$ cat src/bcg_pkg.sv
`default_nettype none
package bcg_pkg;

    // Field and register widths
    localparam int TIME_W     = 48;
    localparam int MV_W       = 13;
    localparam int FRAC_W     = 8;
    localparam int SMOOTH_W   = MV_W + FRAC_W;
    localparam int PCT_W      = 7;
    localparam int SHIFT_W    = 3;
    localparam int INTERVAL_W = 32;
    localparam int CFG_IDX_W  = 1;
    localparam int CFG_DATA_W = 32;

    // Average update needs room for smoothed << shift plus the new sample
    localparam int SUM_W = SMOOTH_W + 2 ** SHIFT_W;
    // Rounded voltage used for the curve lookup
    localparam int AVG_W = MV_W + 1;

    // Charge curve
    localparam int CURVE_POINTS = 15;
    localparam int IDX_W        = $clog2(CURVE_POINTS);

    // Interpolation divider: numerator is (offset * rise)
    localparam int NUM_W = MV_W + PCT_W;
    localparam int CNT_W = $clog2(NUM_W);

    // Reset values of the configuration registers
    localparam logic [INTERVAL_W-1:0] INTERVAL_RST = INTERVAL_W'(5000000);
    localparam logic [SHIFT_W-1:0]    SHIFT_RST    = SHIFT_W'(2);

    localparam logic [PCT_W-1:0] PCT_FULL  = PCT_W'(100);
    localparam logic [PCT_W-1:0] PCT_EMPTY = PCT_W'(0);

    // Configuration register indexes
    localparam logic [CFG_IDX_W-1:0] CFG_SAMPLE_INTERVAL = CFG_IDX_W'(0);
    localparam logic [CFG_IDX_W-1:0] CFG_SMOOTHING_SHIFT = CFG_IDX_W'(1);

    localparam logic [MV_W-1:0] CURVE_MV [CURVE_POINTS] = '{
        13'd4180, 13'd4100, 13'd4030, 13'd3970, 13'd3920, 13'd3870, 13'd3830, 13'd3800,
        13'd3775, 13'd3750, 13'd3720, 13'd3690, 13'd3640, 13'd3500, 13'd3300
    };
    localparam logic [PCT_W-1:0] CURVE_PCT [CURVE_POINTS] = '{
        7'd100, 7'd92, 7'd85, 7'd77, 7'd69, 7'd60, 7'd50, 7'd40,
        7'd30, 7'd22, 7'd15, 7'd10, 7'd5, 7'd2, 7'd0
    };

    // Controller to datapath commands
    typedef struct packed {
        logic latch;     // capture the incoming poll
        logic eval;      // gate the poll, reschedule, update the average
        logic map;       // pick the curve segment and load the divider
        logic div_step;  // one restoring-divide step
        logic finish;    // form the percentage and apply the change filter
        logic emit;      // move the pending result into the output register
    } t_bcg_cmd;

    // Datapath to controller status
    typedef struct packed {
        logic skip;      // poll is ignored
        logic fail;      // reading failed
        logic div_last;  // final divide step in progress
        logic show;      // percentage must be reported
        logic out_free;  // output register can take a result
    } t_bcg_sts;

    // Segment search: smallest i >= 1 with mv >= CURVE_MV[i]
    function automatic logic [IDX_W-1:0] seg_index(input logic [AVG_W-1:0] mv);
        logic [IDX_W-1:0] idx;
        idx = IDX_W'(1);
        for (int i = CURVE_POINTS - 1; i >= 1; i--) begin
            if (mv >= AVG_W'(CURVE_MV[i])) begin
                idx = IDX_W'(i);
            end
        end
        return idx;
    endfunction

endpackage
`default_nettype wire

$ cat src/bcg_in_if.sv
`default_nettype none
interface bcg_in_if import bcg_pkg::*; ();
    logic              valid;
    logic              ready;
    logic [TIME_W-1:0] now_us;
    logic              busy_req;
    logic [MV_W-1:0]   reading_mv;

    modport source (output valid, output now_us, output busy_req, output reading_mv,
                    input ready);
    modport sink   (input valid, input now_us, input busy_req, input reading_mv,
                    output ready);
endinterface
`default_nettype wire

$ cat src/bcg_out_if.sv
`default_nettype none
interface bcg_out_if import bcg_pkg::*; ();
    logic             valid;
    logic             ready;
    logic             pct_known;
    logic [PCT_W-1:0] pct;

    modport source (output valid, output pct_known, output pct, input ready);
    modport sink   (input valid, input pct_known, input pct, output ready);
endinterface
`default_nettype wire

$ cat src/bcg_ctrl.sv
`default_nettype none
module bcg_ctrl import bcg_pkg::*; (
    input  wire logic     i_clk,
    input  wire logic     i_rst_n,
    input  wire logic     i_in_valid,
    output logic          o_in_ready,
    input  wire t_bcg_sts i_sts,
    output t_bcg_cmd      o_cmd
);

    typedef enum logic [5:0] {
        S_IDLE = 6'b000001,
        S_EVAL = 6'b000010,
        S_MAP  = 6'b000100,
        S_DIV  = 6'b001000,
        S_DONE = 6'b010000,
        S_EMIT = 6'b100000
    } t_state;

    t_state r_state;
    t_state n_state;

    always_ff @(posedge i_clk) begin
        if (!i_rst_n) begin
            r_state <= S_IDLE;
        end else begin
            r_state <= n_state;
        end
    end

    always_comb begin
        n_state    = r_state;
        o_cmd      = '0;
        o_in_ready = 1'b0;
        case (r_state)
            S_IDLE: begin
                o_in_ready = 1'b1;
                if (i_in_valid) begin
                    o_cmd.latch = 1'b1;
                    n_state     = S_EVAL;
                end
            end
            S_EVAL: begin
                o_cmd.eval = 1'b1;
                if (i_sts.skip) begin
                    n_state = S_IDLE;
                end else if (i_sts.fail) begin
                    n_state = S_EMIT;
                end else begin
                    n_state = S_MAP;
                end
            end
            S_MAP: begin
                o_cmd.map = 1'b1;
                n_state   = S_DIV;
            end
            S_DIV: begin
                o_cmd.div_step = 1'b1;
                if (i_sts.div_last) begin
                    n_state = S_DONE;
                end
            end
            S_DONE: begin
                o_cmd.finish = 1'b1;
                n_state      = i_sts.show ? S_EMIT : S_IDLE;
            end
            S_EMIT: begin
                // hold until the output register frees up
                if (i_sts.out_free) begin
                    o_cmd.emit = 1'b1;
                    n_state    = S_IDLE;
                end
            end
            default: begin
                n_state = S_IDLE;
            end
        endcase
    end

endmodule
`default_nettype wire

$ cat src/bcg_dp.sv
`default_nettype none
module bcg_dp import bcg_pkg::*; (
    input  wire logic                  i_clk,
    input  wire logic                  i_rst_n,
    input  wire logic                  i_cfg_we,
    input  wire logic [CFG_IDX_W-1:0]  i_cfg_idx,
    input  wire logic [CFG_DATA_W-1:0] i_cfg_data,
    input  wire t_bcg_cmd              i_cmd,
    output t_bcg_sts                   o_sts,
    input  wire logic [TIME_W-1:0]     i_now_us,
    input  wire logic                  i_busy_req,
    input  wire logic [MV_W-1:0]       i_reading_mv,
    output logic                       o_out_valid,
    input  wire logic                  i_out_ready,
    output logic                       o_pct_known,
    output logic [PCT_W-1:0]           o_pct
);

    // configuration
    logic [INTERVAL_W-1:0] r_interval;
    logic [SHIFT_W-1:0]    r_shift;

    // block state
    logic [TIME_W-1:0]   r_next;
    logic [SMOOTH_W-1:0] r_smooth;
    logic [PCT_W-1:0]    r_shown;
    logic                r_shown_valid;

    // captured poll
    logic [TIME_W-1:0] r_now;
    logic              r_busy;
    logic [MV_W-1:0]   r_mv;

    // interpolation and divider
    logic [PCT_W-1:0] r_base;
    logic [NUM_W-1:0] r_num;
    logic [MV_W-1:0]  r_den;
    logic [MV_W-1:0]  r_rem;
    logic [CNT_W-1:0] r_cnt;

    // pending result and output register
    logic             r_res_known;
    logic [PCT_W-1:0] r_res_pct;
    logic             r_out_valid;
    logic             r_out_known;
    logic [PCT_W-1:0] r_out_pct;

    logic [TIME_W:0]     w_next_sum;
    logic [TIME_W-1:0]   w_next;
    logic [SMOOTH_W-1:0] w_x;
    logic [SUM_W-1:0]    w_half;
    logic [SUM_W-1:0]    w_sum;
    logic [SMOOTH_W-1:0] w_smooth_new;
    logic [AVG_W-1:0]    w_avg;
    logic [IDX_W-1:0]    w_idx;
    logic [MV_W-1:0]     w_mv_hi;
    logic [MV_W-1:0]     w_mv_lo;
    logic [PCT_W-1:0]    w_pct_hi;
    logic [PCT_W-1:0]    w_pct_lo;
    logic [MV_W-1:0]     w_span;
    logic [PCT_W-1:0]    w_rise;
    logic [MV_W-1:0]     w_off;
    logic                w_flat;
    logic [MV_W:0]       w_rem_sh;
    logic                w_qbit;
    logic [PCT_W:0]      w_pct_sum;
    logic [PCT_W-1:0]    w_pct;

    always_comb begin
        // schedule: now + interval, saturating
        w_next_sum = {1'b0, r_now} + (TIME_W + 1)'(r_interval);
        w_next     = w_next_sum[TIME_W] ? '1 : w_next_sum[TIME_W-1:0];

        // average: (s*(2^k-1) + x + half) >> k
        w_x          = {r_mv, FRAC_W'(0)};
        w_half       = (r_shift == '0) ? '0 : (SUM_W'(1) << (r_shift - SHIFT_W'(1)));
        w_sum        = (SUM_W'(r_smooth) << r_shift) - SUM_W'(r_smooth)
                     + SUM_W'(w_x) + w_half;
        w_smooth_new = (r_smooth == '0) ? w_x : SMOOTH_W'(w_sum >> r_shift);

        // rounded voltage and curve segment
        w_avg    = AVG_W'((SUM_W'(r_smooth) + SUM_W'(1 << (FRAC_W - 1))) >> FRAC_W);
        w_idx    = seg_index(w_avg);
        w_mv_hi  = CURVE_MV[w_idx - IDX_W'(1)];
        w_mv_lo  = CURVE_MV[w_idx];
        w_pct_hi = CURVE_PCT[w_idx - IDX_W'(1)];
        w_pct_lo = CURVE_PCT[w_idx];
        w_span   = w_mv_hi - w_mv_lo;
        w_rise   = w_pct_hi - w_pct_lo;
        w_off    = MV_W'(w_avg - AVG_W'(w_mv_lo));
        w_flat   = (w_span == '0) || (w_mv_hi < w_mv_lo) || (w_pct_hi < w_pct_lo);

        // one restoring-divide step
        w_rem_sh = {r_rem, r_num[NUM_W-1]};
        w_qbit   = (w_rem_sh >= {1'b0, r_den});

        // final percentage and change filter
        w_pct_sum = {1'b0, r_base} + {1'b0, r_num[PCT_W-1:0]};
        w_pct     = w_pct_sum[PCT_W-1:0];

        o_sts.skip     = (r_now < r_next) || (r_busy && (r_smooth != '0));
        o_sts.fail     = (r_mv == '0);
        o_sts.div_last = (r_cnt == CNT_W'(NUM_W - 1));
        o_sts.show     = !r_shown_valid
                       || ({1'b0, w_pct} > ({1'b0, r_shown} + (PCT_W + 1)'(1)))
                       || (({1'b0, w_pct} + (PCT_W + 1)'(1)) < {1'b0, r_shown})
                       || (w_pct == PCT_FULL) || (w_pct == PCT_EMPTY);
        o_sts.out_free = !r_out_valid || i_out_ready;
    end

    // control state
    always_ff @(posedge i_clk) begin
        if (!i_rst_n) begin
            r_interval    <= INTERVAL_RST;
            r_shift       <= SHIFT_RST;
            r_next        <= '0;
            r_smooth      <= '0;
            r_shown       <= '0;
            r_shown_valid <= 1'b0;
            r_out_valid   <= 1'b0;
        end else begin
            if (i_cfg_we) begin
                case (i_cfg_idx)
                    CFG_SAMPLE_INTERVAL: r_interval <= i_cfg_data[INTERVAL_W-1:0];
                    CFG_SMOOTHING_SHIFT: r_shift    <= i_cfg_data[SHIFT_W-1:0];
                    default: ;
                endcase
            end
            if (i_cmd.eval && !o_sts.skip) begin
                r_next <= w_next;
                if (!o_sts.fail) begin
                    r_smooth <= w_smooth_new;
                end
            end
            if (i_cmd.finish && o_sts.show) begin
                r_shown       <= w_pct;
                r_shown_valid <= 1'b1;
            end
            if (i_cmd.emit) begin
                r_out_valid <= 1'b1;
            end else if (i_out_ready) begin
                r_out_valid <= 1'b0;
            end
        end
    end

    // payload
    always_ff @(posedge i_clk) begin
        if (i_cmd.latch) begin
            r_now  <= i_now_us;
            r_busy <= i_busy_req;
            r_mv   <= i_reading_mv;
        end
        if (i_cmd.eval) begin
            r_res_known <= 1'b0;
            r_res_pct   <= '0;
        end
        if (i_cmd.map) begin
            r_rem <= '0;
            r_cnt <= '0;
            if (w_avg >= AVG_W'(CURVE_MV[0])) begin
                r_base <= PCT_FULL;
                r_num  <= '0;
                r_den  <= MV_W'(1);
            end else if (w_avg <= AVG_W'(CURVE_MV[CURVE_POINTS-1])) begin
                r_base <= PCT_EMPTY;
                r_num  <= '0;
                r_den  <= MV_W'(1);
            end else if (w_flat) begin
                r_base <= w_pct_lo;
                r_num  <= '0;
                r_den  <= MV_W'(1);
            end else begin
                r_base <= w_pct_lo;
                r_num  <= NUM_W'(w_off * w_rise);
                r_den  <= w_span;
            end
        end
        if (i_cmd.div_step) begin
            r_rem <= w_qbit ? MV_W'(w_rem_sh - {1'b0, r_den}) : w_rem_sh[MV_W-1:0];
            r_num <= {r_num[NUM_W-2:0], w_qbit};
            r_cnt <= r_cnt + CNT_W'(1);
        end
        if (i_cmd.finish) begin
            r_res_known <= 1'b1;
            r_res_pct   <= w_pct;
        end
        if (i_cmd.emit) begin
            r_out_known <= r_res_known;
            r_out_pct   <= r_res_pct;
        end
    end

    assign o_out_valid = r_out_valid;
    assign o_pct_known = r_out_known;
    assign o_pct       = r_out_pct;

endmodule
`default_nettype wire

$ cat src/battery_charge_gauge.sv
`default_nettype none
// Battery charge gauge. Each poll transaction on i_in carries a time stamp in
// microseconds, a busy flag and a voltage reading in mV. A poll that arrives before
// the scheduled sample time, or while busy once an average exists, is dropped
// with no result. Otherwise the next sample is scheduled interval microseconds
// later (saturating), and one result may follow: a failed (0 mV) reading gives
// pct_known = 0, pct = 0; a good reading updates a rounded exponential average
// (8 fraction bits, gain 1/2^smoothing_shift), maps it through a 15-point
// charge curve, and reports the percentage only when none has been shown yet,
// when it moves by 2 or more, or when it hits 0 or 100. The curve
// interpolation uses a 20-step restoring divider. The input is held off while
// a poll is in work; a finished result sits in the output register while the
// next poll is already taken. Configuration writes (index 0 sample interval,
// index 1 smoothing shift) must be made only while idle; the block itself
// does not enforce this.
module battery_charge_gauge import bcg_pkg::*; (
    input  wire logic                  i_clk,
    input  wire logic                  i_rst_n,
    input  wire logic                  i_cfg_we,
    input  wire logic [CFG_IDX_W-1:0]  i_cfg_idx,
    input  wire logic [CFG_DATA_W-1:0] i_cfg_data,
    bcg_in_if.sink                     i_in,
    bcg_out_if.source                  o_out
);

    t_bcg_cmd w_cmd;
    t_bcg_sts w_sts;

    // sequence one poll at a time
    bcg_ctrl u_ctrl (
        .i_clk      (i_clk),
        .i_rst_n    (i_rst_n),
        .i_in_valid (i_in.valid),
        .o_in_ready (i_in.ready),
        .i_sts      (w_sts),
        .o_cmd      (w_cmd)
    );

    // schedule, average, curve mapping, divider and output register
    bcg_dp u_dp (
        .i_clk        (i_clk),
        .i_rst_n      (i_rst_n),
        .i_cfg_we     (i_cfg_we),
        .i_cfg_idx    (i_cfg_idx),
        .i_cfg_data   (i_cfg_data),
        .i_cmd        (w_cmd),
        .o_sts        (w_sts),
        .i_now_us     (i_in.now_us),
        .i_busy_req   (i_in.busy_req),
        .i_reading_mv (i_in.reading_mv),
        .o_out_valid  (o_out.valid),
        .i_out_ready  (o_out.ready),
        .o_pct_known  (o_out.pct_known),
        .o_pct        (o_out.pct)
    );

endmodule
`default_nettype wire
$ cat src/flat_wrapper.sv
// flat-port wrapper written by rule: the top's interface ports become plain ports
module battery_charge_gauge_flat import bcg_pkg::*;
  (i_clk, i_rst_n, i_cfg_we, i_cfg_idx, i_cfg_data, i_in_valid, i_in_now_us, i_in_busy_req, i_in_reading_mv, i_in_ready, o_out_valid, o_out_pct_known, o_out_pct, o_out_ready);
  bcg_in_if i_in_i ();
  bcg_out_if o_out_i ();
  input  wire logic i_clk;
  input  wire logic i_rst_n;
  input  wire logic i_cfg_we;
  input  wire logic [CFG_IDX_W-1:0] i_cfg_idx;
  input  wire logic [CFG_DATA_W-1:0] i_cfg_data;
  input wire logic [$bits(i_in_i.valid)-1:0] i_in_valid;
  input wire logic [$bits(i_in_i.now_us)-1:0] i_in_now_us;
  input wire logic [$bits(i_in_i.busy_req)-1:0] i_in_busy_req;
  input wire logic [$bits(i_in_i.reading_mv)-1:0] i_in_reading_mv;
  output wire logic [$bits(i_in_i.ready)-1:0] i_in_ready;
  output wire logic [$bits(o_out_i.valid)-1:0] o_out_valid;
  output wire logic [$bits(o_out_i.pct_known)-1:0] o_out_pct_known;
  output wire logic [$bits(o_out_i.pct)-1:0] o_out_pct;
  input wire logic [$bits(o_out_i.ready)-1:0] o_out_ready;
  assign i_in_i.valid = i_in_valid;
  assign i_in_i.now_us = i_in_now_us;
  assign i_in_i.busy_req = i_in_busy_req;
  assign i_in_i.reading_mv = i_in_reading_mv;
  assign i_in_ready = i_in_i.ready;
  assign o_out_valid = o_out_i.valid;
  assign o_out_pct_known = o_out_i.pct_known;
  assign o_out_pct = o_out_i.pct;
  assign o_out_i.ready = o_out_ready;
  battery_charge_gauge u_core (.i_clk(i_clk), .i_rst_n(i_rst_n), .i_cfg_we(i_cfg_we), .i_cfg_idx(i_cfg_idx), .i_cfg_data(i_cfg_data), .i_in(i_in_i), .o_out(o_out_i));
endmodule
$ cat config.mk
export PLATFORM = sky130hd
export DESIGN_NAME = battery_charge_gauge_flat
export DESIGN_NICKNAME = d
export VERILOG_FILES = /design/src/bcg_pkg.sv /design/src/bcg_in_if.sv /design/src/bcg_out_if.sv /design/src/bcg_ctrl.sv /design/src/bcg_dp.sv /design/src/battery_charge_gauge.sv /design/src/flat_wrapper.sv
export SDC_FILE = /design/constraint.sdc
export NUM_CORES = 1
export LEC_CHECK = 0
export BUFFER_PORTS_ARGS = -buffer_cell sky130_fd_sc_hd__buf_4
export CAP_MARGIN = 5
export CELL_PAD_IN_SITES_DETAIL_PLACEMENT = 1
export CELL_PAD_IN_SITES_GLOBAL_PLACEMENT = 1
export CORE_MARGIN = 2
export CORE_UTILIZATION = 35
export DETAILED_ROUTE_END_ITERATION = 16
export PLACE_DENSITY = 0.69
export SLEW_MARGIN = 20
export SYNTH_ARGS = -nofsm -noshare
export SYNTH_HDL_FRONTEND = slang
export SYNTH_SLANG_ARGS = --single-unit
export TNS_END_PERCENT = 5
$ cat constraint.sdc
create_clock -name i_clk -period 10.1 [get_ports i_clk]
set_clock_uncertainty 0.05 [all_clocks]
set_input_delay 1.01 -clock i_clk [delete_from_list [all_inputs] [get_ports i_clk]]
set_output_delay 1.01 -clock i_clk [all_outputs]
set_load 0.05 [all_outputs]
== Yosys cells after proc, flatten, opt, wreduce, memory -nomap -nowiden ==
Memory sizes are Yosys's and may differ from the RTL's.
Cells that the tools add are included.

* Bits in registers: 255
* Memory bits (writable): 0
* Bits in read-only memories: 640
* Bits in latches: 0
* Output and inout bits: 10
* Memories: 4
* Bits of input ports: 100

{| class="wikitable"
|+ Memory list
! memory !! words !! width !! read ports !! clocked after Yosys merged registers in !! wr ports !! line !! RTL
|-
| (name not given) || 16 || 13 || 1 || 0 || 0 || bcg_dp.sv:85 || <nowiki>w_mv_lo = CURVE_MV[w_idx];</nowiki>
|-
| (name not given) || 16 || 13 || 1 || 0 || 0 || bcg_dp.sv:84 || <nowiki>w_mv_hi = CURVE_MV[w_idx - IDX_W'(1)];</nowiki>
|-
| (name not given) || 16 || 7 || 1 || 0 || 0 || bcg_dp.sv:87 || <nowiki>w_pct_lo = CURVE_PCT[w_idx];</nowiki>
|-
| (name not given) || 16 || 7 || 1 || 0 || 0 || bcg_dp.sv:86 || <nowiki>w_pct_hi = CURVE_PCT[w_idx - IDX_W'(1)];</nowiki>
|}

* Equal/unequal tests: 11
* Divide/modulo/power cells: 0
* Bitwise logic cells: 4
* $mul: 1
* Shift-type cells: 3
* Add/sub/neg operators: 15
* $lt $le $gt $ge: 24
* Reduce and logical (&&, ||, !) cells: 29
* Multiplexer cells: 56

{| class="wikitable"
|+ Operators with widths
! kind !! count
|-
| 14-bit by 12-bit greater-or-equal comparator with 1-bit output, second input constant || 13
|-
| 20-bit 2-to-1 mux || 5
|-
| 13-bit 2-to-1 mux || 7
|-
| 4-bit 2-to-1 mux || 14
|-
| 48-bit by 32-bit adder with 49-bit output || 1
|-
| 7-bit 2-to-1 mux || 7
|-
| 48-bit less-than comparator || 1
|-
| 48-bit 2-to-1 mux || 1
|-
| 13-bit subtractor || 3
|-
| 6-bit 2-to-1 mux || 6
|-
| 6-bit one-hot mux with 6 select lines || 1
|-
| 29-bit by 21-bit adder with 29-bit output || 1
|-
| 29-bit adder || 1
|-
| 29-bit 2-to-1 mux || 1
|-
| 1-bit by 3-bit left shift with 29-bit output, first input constant || 1
|-
| 21-bit by 3-bit left shift with 29-bit output || 1
|-
| 29-bit by 3-bit right shift with 21-bit output || 1
|-
| 29-bit by 21-bit subtractor with 29-bit output || 1
|-
| 14-bit by 13-bit greater-or-equal comparator with 1-bit output, second input constant || 2
|-
| 13-bit logical NOT || 2
|-
| 21-bit by 8-bit adder with 22-bit output, second input constant || 1
|-
| 21-bit logical NOT || 1
|-
| 21-bit 2-to-1 mux || 1
|-
| 21-bit nonzero test || 1
|-
| other kinds (37) || 69
|}

== Logic depth before layout (Yosys ltp) ==
* Depth in word-level cells: 30
* Depth in mapped cells: 48
* Gate-level depth less buffers: 44

== Hierarchy ==
A second synthesis with hierarchy kept.

* Cells, all modules: 2781
* Area, all modules: 24168.2 µm²

{| class="wikitable"
|+ Modules (own cells, without submodules)
! module !! cells an instance !! times used !! area an instance (µm²)
|-
| bcg_dp || 2740 || 1 || 23805.3
|-
| bcg_ctrl || 41 || 1 || 362.8
|}

== Least setup slack after synthesis ==
No wires, ideal clock.

* Kind: flip-flop to flip-flop
* Start: register u_core.u_dp.r_smooth[7]
* End: register u_core.u_dp.r_num[19], data pin
* Data required time: 9.794 ns
* Path slack: 0.087 ns
* Stages on the path, launching flop included: 48
* Library setup time: 0.256 ns
* Data arrival time: 9.707 ns
* Path buffers: 4
* Clock period less this slack: 10.013 ns
* Cell sequence: dfxtp_1 ha_1 buf_2 nand4_1 o21ai_1 and2_1 inv_1 or2_2 a21oi_1 o21ai_1 o21bai_1 o211a_1 buf_2 inv_1 ha_1 clkbuf_1 nand2_2 nand4b_1 (+12 left out) fa_1 fa_1 inv_1 fa_1 inv_1 fa_1 inv_1 ha_1 and3_1 a2111o_1 a21o_1 a21oi_1 o21ai_0 nand2b_1 nand3_1 a31oi_1 xnor2_1 a22o_1

* Longest elaborated chain between the ends: 30

{| class="wikitable"
|+ RTL lines
! what !! line !! RTL
|-
| start, declared || bcg_dp.sv:25 || <nowiki>logic [SMOOTH_W-1:0] r_smooth;</nowiki>
|-
| start signal, assigned || bcg_dp.sv:132 || <nowiki>r_smooth <= w_smooth_new;</nowiki>
|-
| 21-bit by 8-bit adder with 22-bit output * || bcg_dp.sv:82 || <nowiki>w_avg = AVG_W'((SUM_W'(r_smooth) + SUM_W'(1 << (FRAC_W - 1))) >> FRAC_W);</nowiki>
|-
| parallel branches: the longest is 26 deep, another holds 14-bit by 12-bit greater-or-equal comparator with 1-bit output || - ||
|-
| 20-bit 2-to-1 mux * || bcg_dp.sv:161 || <nowiki>if (w_avg >= AVG_W'(CURVE_MV[0])) begin</nowiki>
|-
| 20-bit 2-to-1 mux * || bcg_dp.sv:158 || <nowiki>if (i_cmd.map) begin</nowiki>
|-
| 20-bit 2-to-1 mux * || bcg_dp.sv:179 || <nowiki>if (i_cmd.div_step) begin</nowiki>
|-
| end signal, assigned || bcg_dp.sv:175 || <nowiki>r_num <= NUM_W'(w_off * w_rise);</nowiki>
|-
| end signal, assigned || bcg_dp.sv:181 || <nowiki>r_num <= {r_num[NUM_W-2:0], w_qbit};</nowiki>
|-
| end, declared || bcg_dp.sv:36 || <nowiki>logic [NUM_W-1:0] r_num;</nowiki>
|}

Mark *: on every way between the ends. The select of a mux whose other input is x is not followed.
A chain may end at the register's enable or synchronous reset.

== Worst setup path after layout ==
* Start: register u_core.u_dp.r_smooth[9]
* End: register u_core.u_dp.r_num[19], data pin

The elaborated chain is that of the path after synthesis.

==> out/summary.txt <==
Routed WL: 77.5 mm
Mean Syn Cell Area: 8.61 um2
DRC: 0
#FFs+latches synth: 255
clock sinks: 255
Overall Global Routing Usage: 21.9%
Post-Syn Instances: 2,786
Seq/Total Area, Yosys: 26.9%
fill cell count: 7,893
largest net degree at the start of global routing: 77
crit-path max cell delay: 0.54 ns
top cells by area, synth: edfxtp_1, ha_1, dfxtp_1
Fin Setup TNS: 0 ns
status: complete, no violations
DRT iter0 DRCs: 1,240
synth warn: 0
initial core utilization: 35.5%
crit path DAT: 9.98 ns
Placed Area: 0.0262 mm2
PD cells: 145 mW/mm2
relative slew slack: 24.4%
final non-filler cell area: 0.0276 mm2
NumNets Final: 3,353
DR pass1 iterations: 7
TritonCTS clock tree: yes
Die Span Y: 266 um
Root Driver: clkbuf_16
first-pass GRT wire length: 124 mm
maximum vdd drop: 0.0952 mV
I/O Buffers: 109
Least-Margin Pin Slew: 1.13 ns
Leak: 11.9 nW
initial antenna violation count: 0
FP Rows: 95
area of the multi-input gates: 0.0162 mm2
Post-synth ARST share: 0%
Netlist cell types: 99
Ports: 110
Num CTS Buffers: 34
worst hold-check path type: reg2reg
Maximum Capacitance Violations: 0
Worst-path clk slew: 0.06 ns
clk buf depth: 3
Worst path slowest cell: fa_1
fin util: 40.9%
final hold viol count: 0
H-tree depth: 2
endpoints failing setup: 0
Setup crit start kind: flip-flop
Placement Setup Slack: -0.118 ns
count of flip-flops with a built-in enable after synthesis: 135
DP HPWL: 60.0 mm
drt wl/cell: 20.3 um
vias per inst: 5.53
Final Cycle Share: 96.5%
Core ar.: 0.0675 mm2
fmax: 103 MHz
Yosys top cell area share: 16.9%
die area: 0.0706 mm2
fin crit period: 9.75 ns
worst setup margin: 0.349 ns
WP data required: 10.33 ns
cts hold-fix bufs: 0
crit path kind: reg2reg
layout cells sized above 1: 14.5%
Die Wd: 266 um
syn nets: 3,229
antenna-violating nets left: 0
Crit. End Element: flip-flop
global route overflow: 0
Main synth FF type: edfxtp_1
synthesized area: 0.0240 mm2
Max Slew Vio Count: 0
vias in the first global route: 22.6k
Reg area: 0.00646 mm2
Tot Pwr: 0.00401 W
Skew-Pair Late Insertion Delay: 0.55 ns
Area Overhead vs Synth: 15.0%
maximum net fanout on the critical path: 22
leading area contributor after synthesis: edfxtp_1
RD Place Congestion: 0.940
vias post-DR: 21.1k
==> flip-flops by register name, summed over array words and instances (netlist names), 13 cells and up <==
| register | count |
|---|---|
| u_core.u_dp.r_interval | 32 |
| u_core.u_dp.r_now | 48 |
| u_core.u_dp.r_den | 13 |
| u_core.u_dp.r_next | 48 |
| u_core.u_dp.r_rem | 13 |
| u_core.u_dp.r_smooth | 21 |
| u_core.u_dp.r_mv | 13 |
| u_core.u_dp.r_num | 20 |
==> area by class of cell <==
class,count,area share (%)
sequential,255,23.4
antenna,1,0.00907
clock buffer,40,3.32
tap,873,3.96
inverter,283,3.87
clock inverter,21,0.848
multi-input combinational,2121,58.6
timing repair buffer,215,5.92
==> cell usage in the layout (no fill, tap or decap), types with 9 or more instances in the layout <==
cell and count:
a211o_1 10, a211oi_1 29, a21boi_0 9, a21o_1 55, a21oi_1 192, a31oi_1 25
and2_1 21, and3_1 25, buf_4 212, clkbuf_16 35, dfxtp_1 115, edfxtp_1 135
fa_1 80, ha_1 257, inv_1 275, mux2_2 11, mux2i_1 69, mux4_2 13
nand2_1 219, nand2b_1 35, nand3_1 84, nand3b_1 9, nand4_1 33, nor2_1 225
nor2b_1 30, nor3_1 41, nor4_1 18, o211ai_1 13, o21a_1 30, o21ai_0 141
o21bai_1 11, o22ai_1 11, o31ai_1 24, or2_2 36, or3_1 23, xnor2_1 83
xor2_1 56
==> critical path: cells and delay by family (launching register included) <==
| family | cells | cell delay, ns |
|---|---|---|
| compound gates | 14 | 2.88 |
| xor+xnor | 3 | 0.49 |
| fa+ha+maj | 10 | 3.49 |
| buf+inv | 7 | 0.65 |
| flops | 1 | 0.43 |
| simple gates | 9 | 1.48 |
==> report_power, final <==
group | total, W | switching, W | internal (W) | leakage [nW]
Clock | 0.00126 | 0.000505 | 0.000757 | 0.558
Sequential | 0.00116 | 0.0000344 | 0.00112 | 2.25
Combinational | 0.00158 | 0.000931 | 0.000654 | 9.09
Total | 0.00401 | 0.00147 | 0.00253 | 11.9
==> cells by family after synthesis <==
| group | share of synthesized area, % |
|---|---|
| compound gates | 18.3 |
| xor+xnor | 5.29 |
| fa+ha+maj | 20.4 |
| buf+inv | 6.62 |
| flops | 26.9 |
| mux | 4.74 |
| simple gates | 17.7 |
==> routing by layer <==
metal / routed length, um / vias up / share of wire [%] / track usage [%]
met1: 35600 / 10400 / 46 / 29.0
met4: 2060 / 0 / 2.7 / 5.94
met3: 2840 / 107 / 3.7 / 2.30
met2: 37000 / 423 / 48 / 37.8
met5: 0 / - / 0 / 0
li1: - / 10100 / - / -
==> metrics by stage <==
stage	hold slack, ns	std cells
final	0.372	3809
after global routing	0.374	3808
after CTS	0.371	3803
after detailed placement	0.356	3742
after global placement	0.356	3742
after floorplan	0.350	2786
==> path summary, 6_finish.rpt <==
path / to / depth (start not counted) / slack (ns) / from
worst max register to register: u_core.u_dp.r_num[19] / 43 / 0.35 / u_core.u_dp.r_smooth[9]
worst max-delay path: u_core.u_dp.r_num[19] / 43 / 0.35 / u_core.u_dp.r_smooth[9]
worst min-delay path: u_core.u_dp.o_pct[5] / 0 / 0.37 / u_core.u_dp.r_res_pct[5]
worst min register to register: u_core.u_dp.o_pct[5] / 0 / 0.37 / u_core.u_dp.r_res_pct[5]
==> cell usage after synthesis, types with 11 or more instances <==
cell type and count:
inv_1 278, ha_1 262, nor2_1 226, nand2_1 219
a21oi_1 199, o21ai_0 146, edfxtp_1 135, dfxtp_1 120
clkbuf_1 87, xnor2_1 87, nand3_1 86, fa_1 81
mux2i_1 69, xor2_1 56, a21o_1 55, nor3_1 47
nand2b_1 37, or2_2 36, nand4_1 33, a211oi_1 31
nor2b_1 31, o21a_1 30, a31oi_1 26, and3_1 25
buf_2 24, o31ai_1 24, or3_1 24, and2_1 23
nor4_1 19, mux4_2 13, o211ai_1 13, buf_1 12
a21boi_0 11, mux2_2 11, o21bai_1 11, o22ai_1 11
==> repair_timing <==
item	CTS	global route
setup endpoints to repair	5	10
setup buffers	0	5
pin swaps	2	10
resized for setup	12	42
Power figures use the tool's default switching activity.
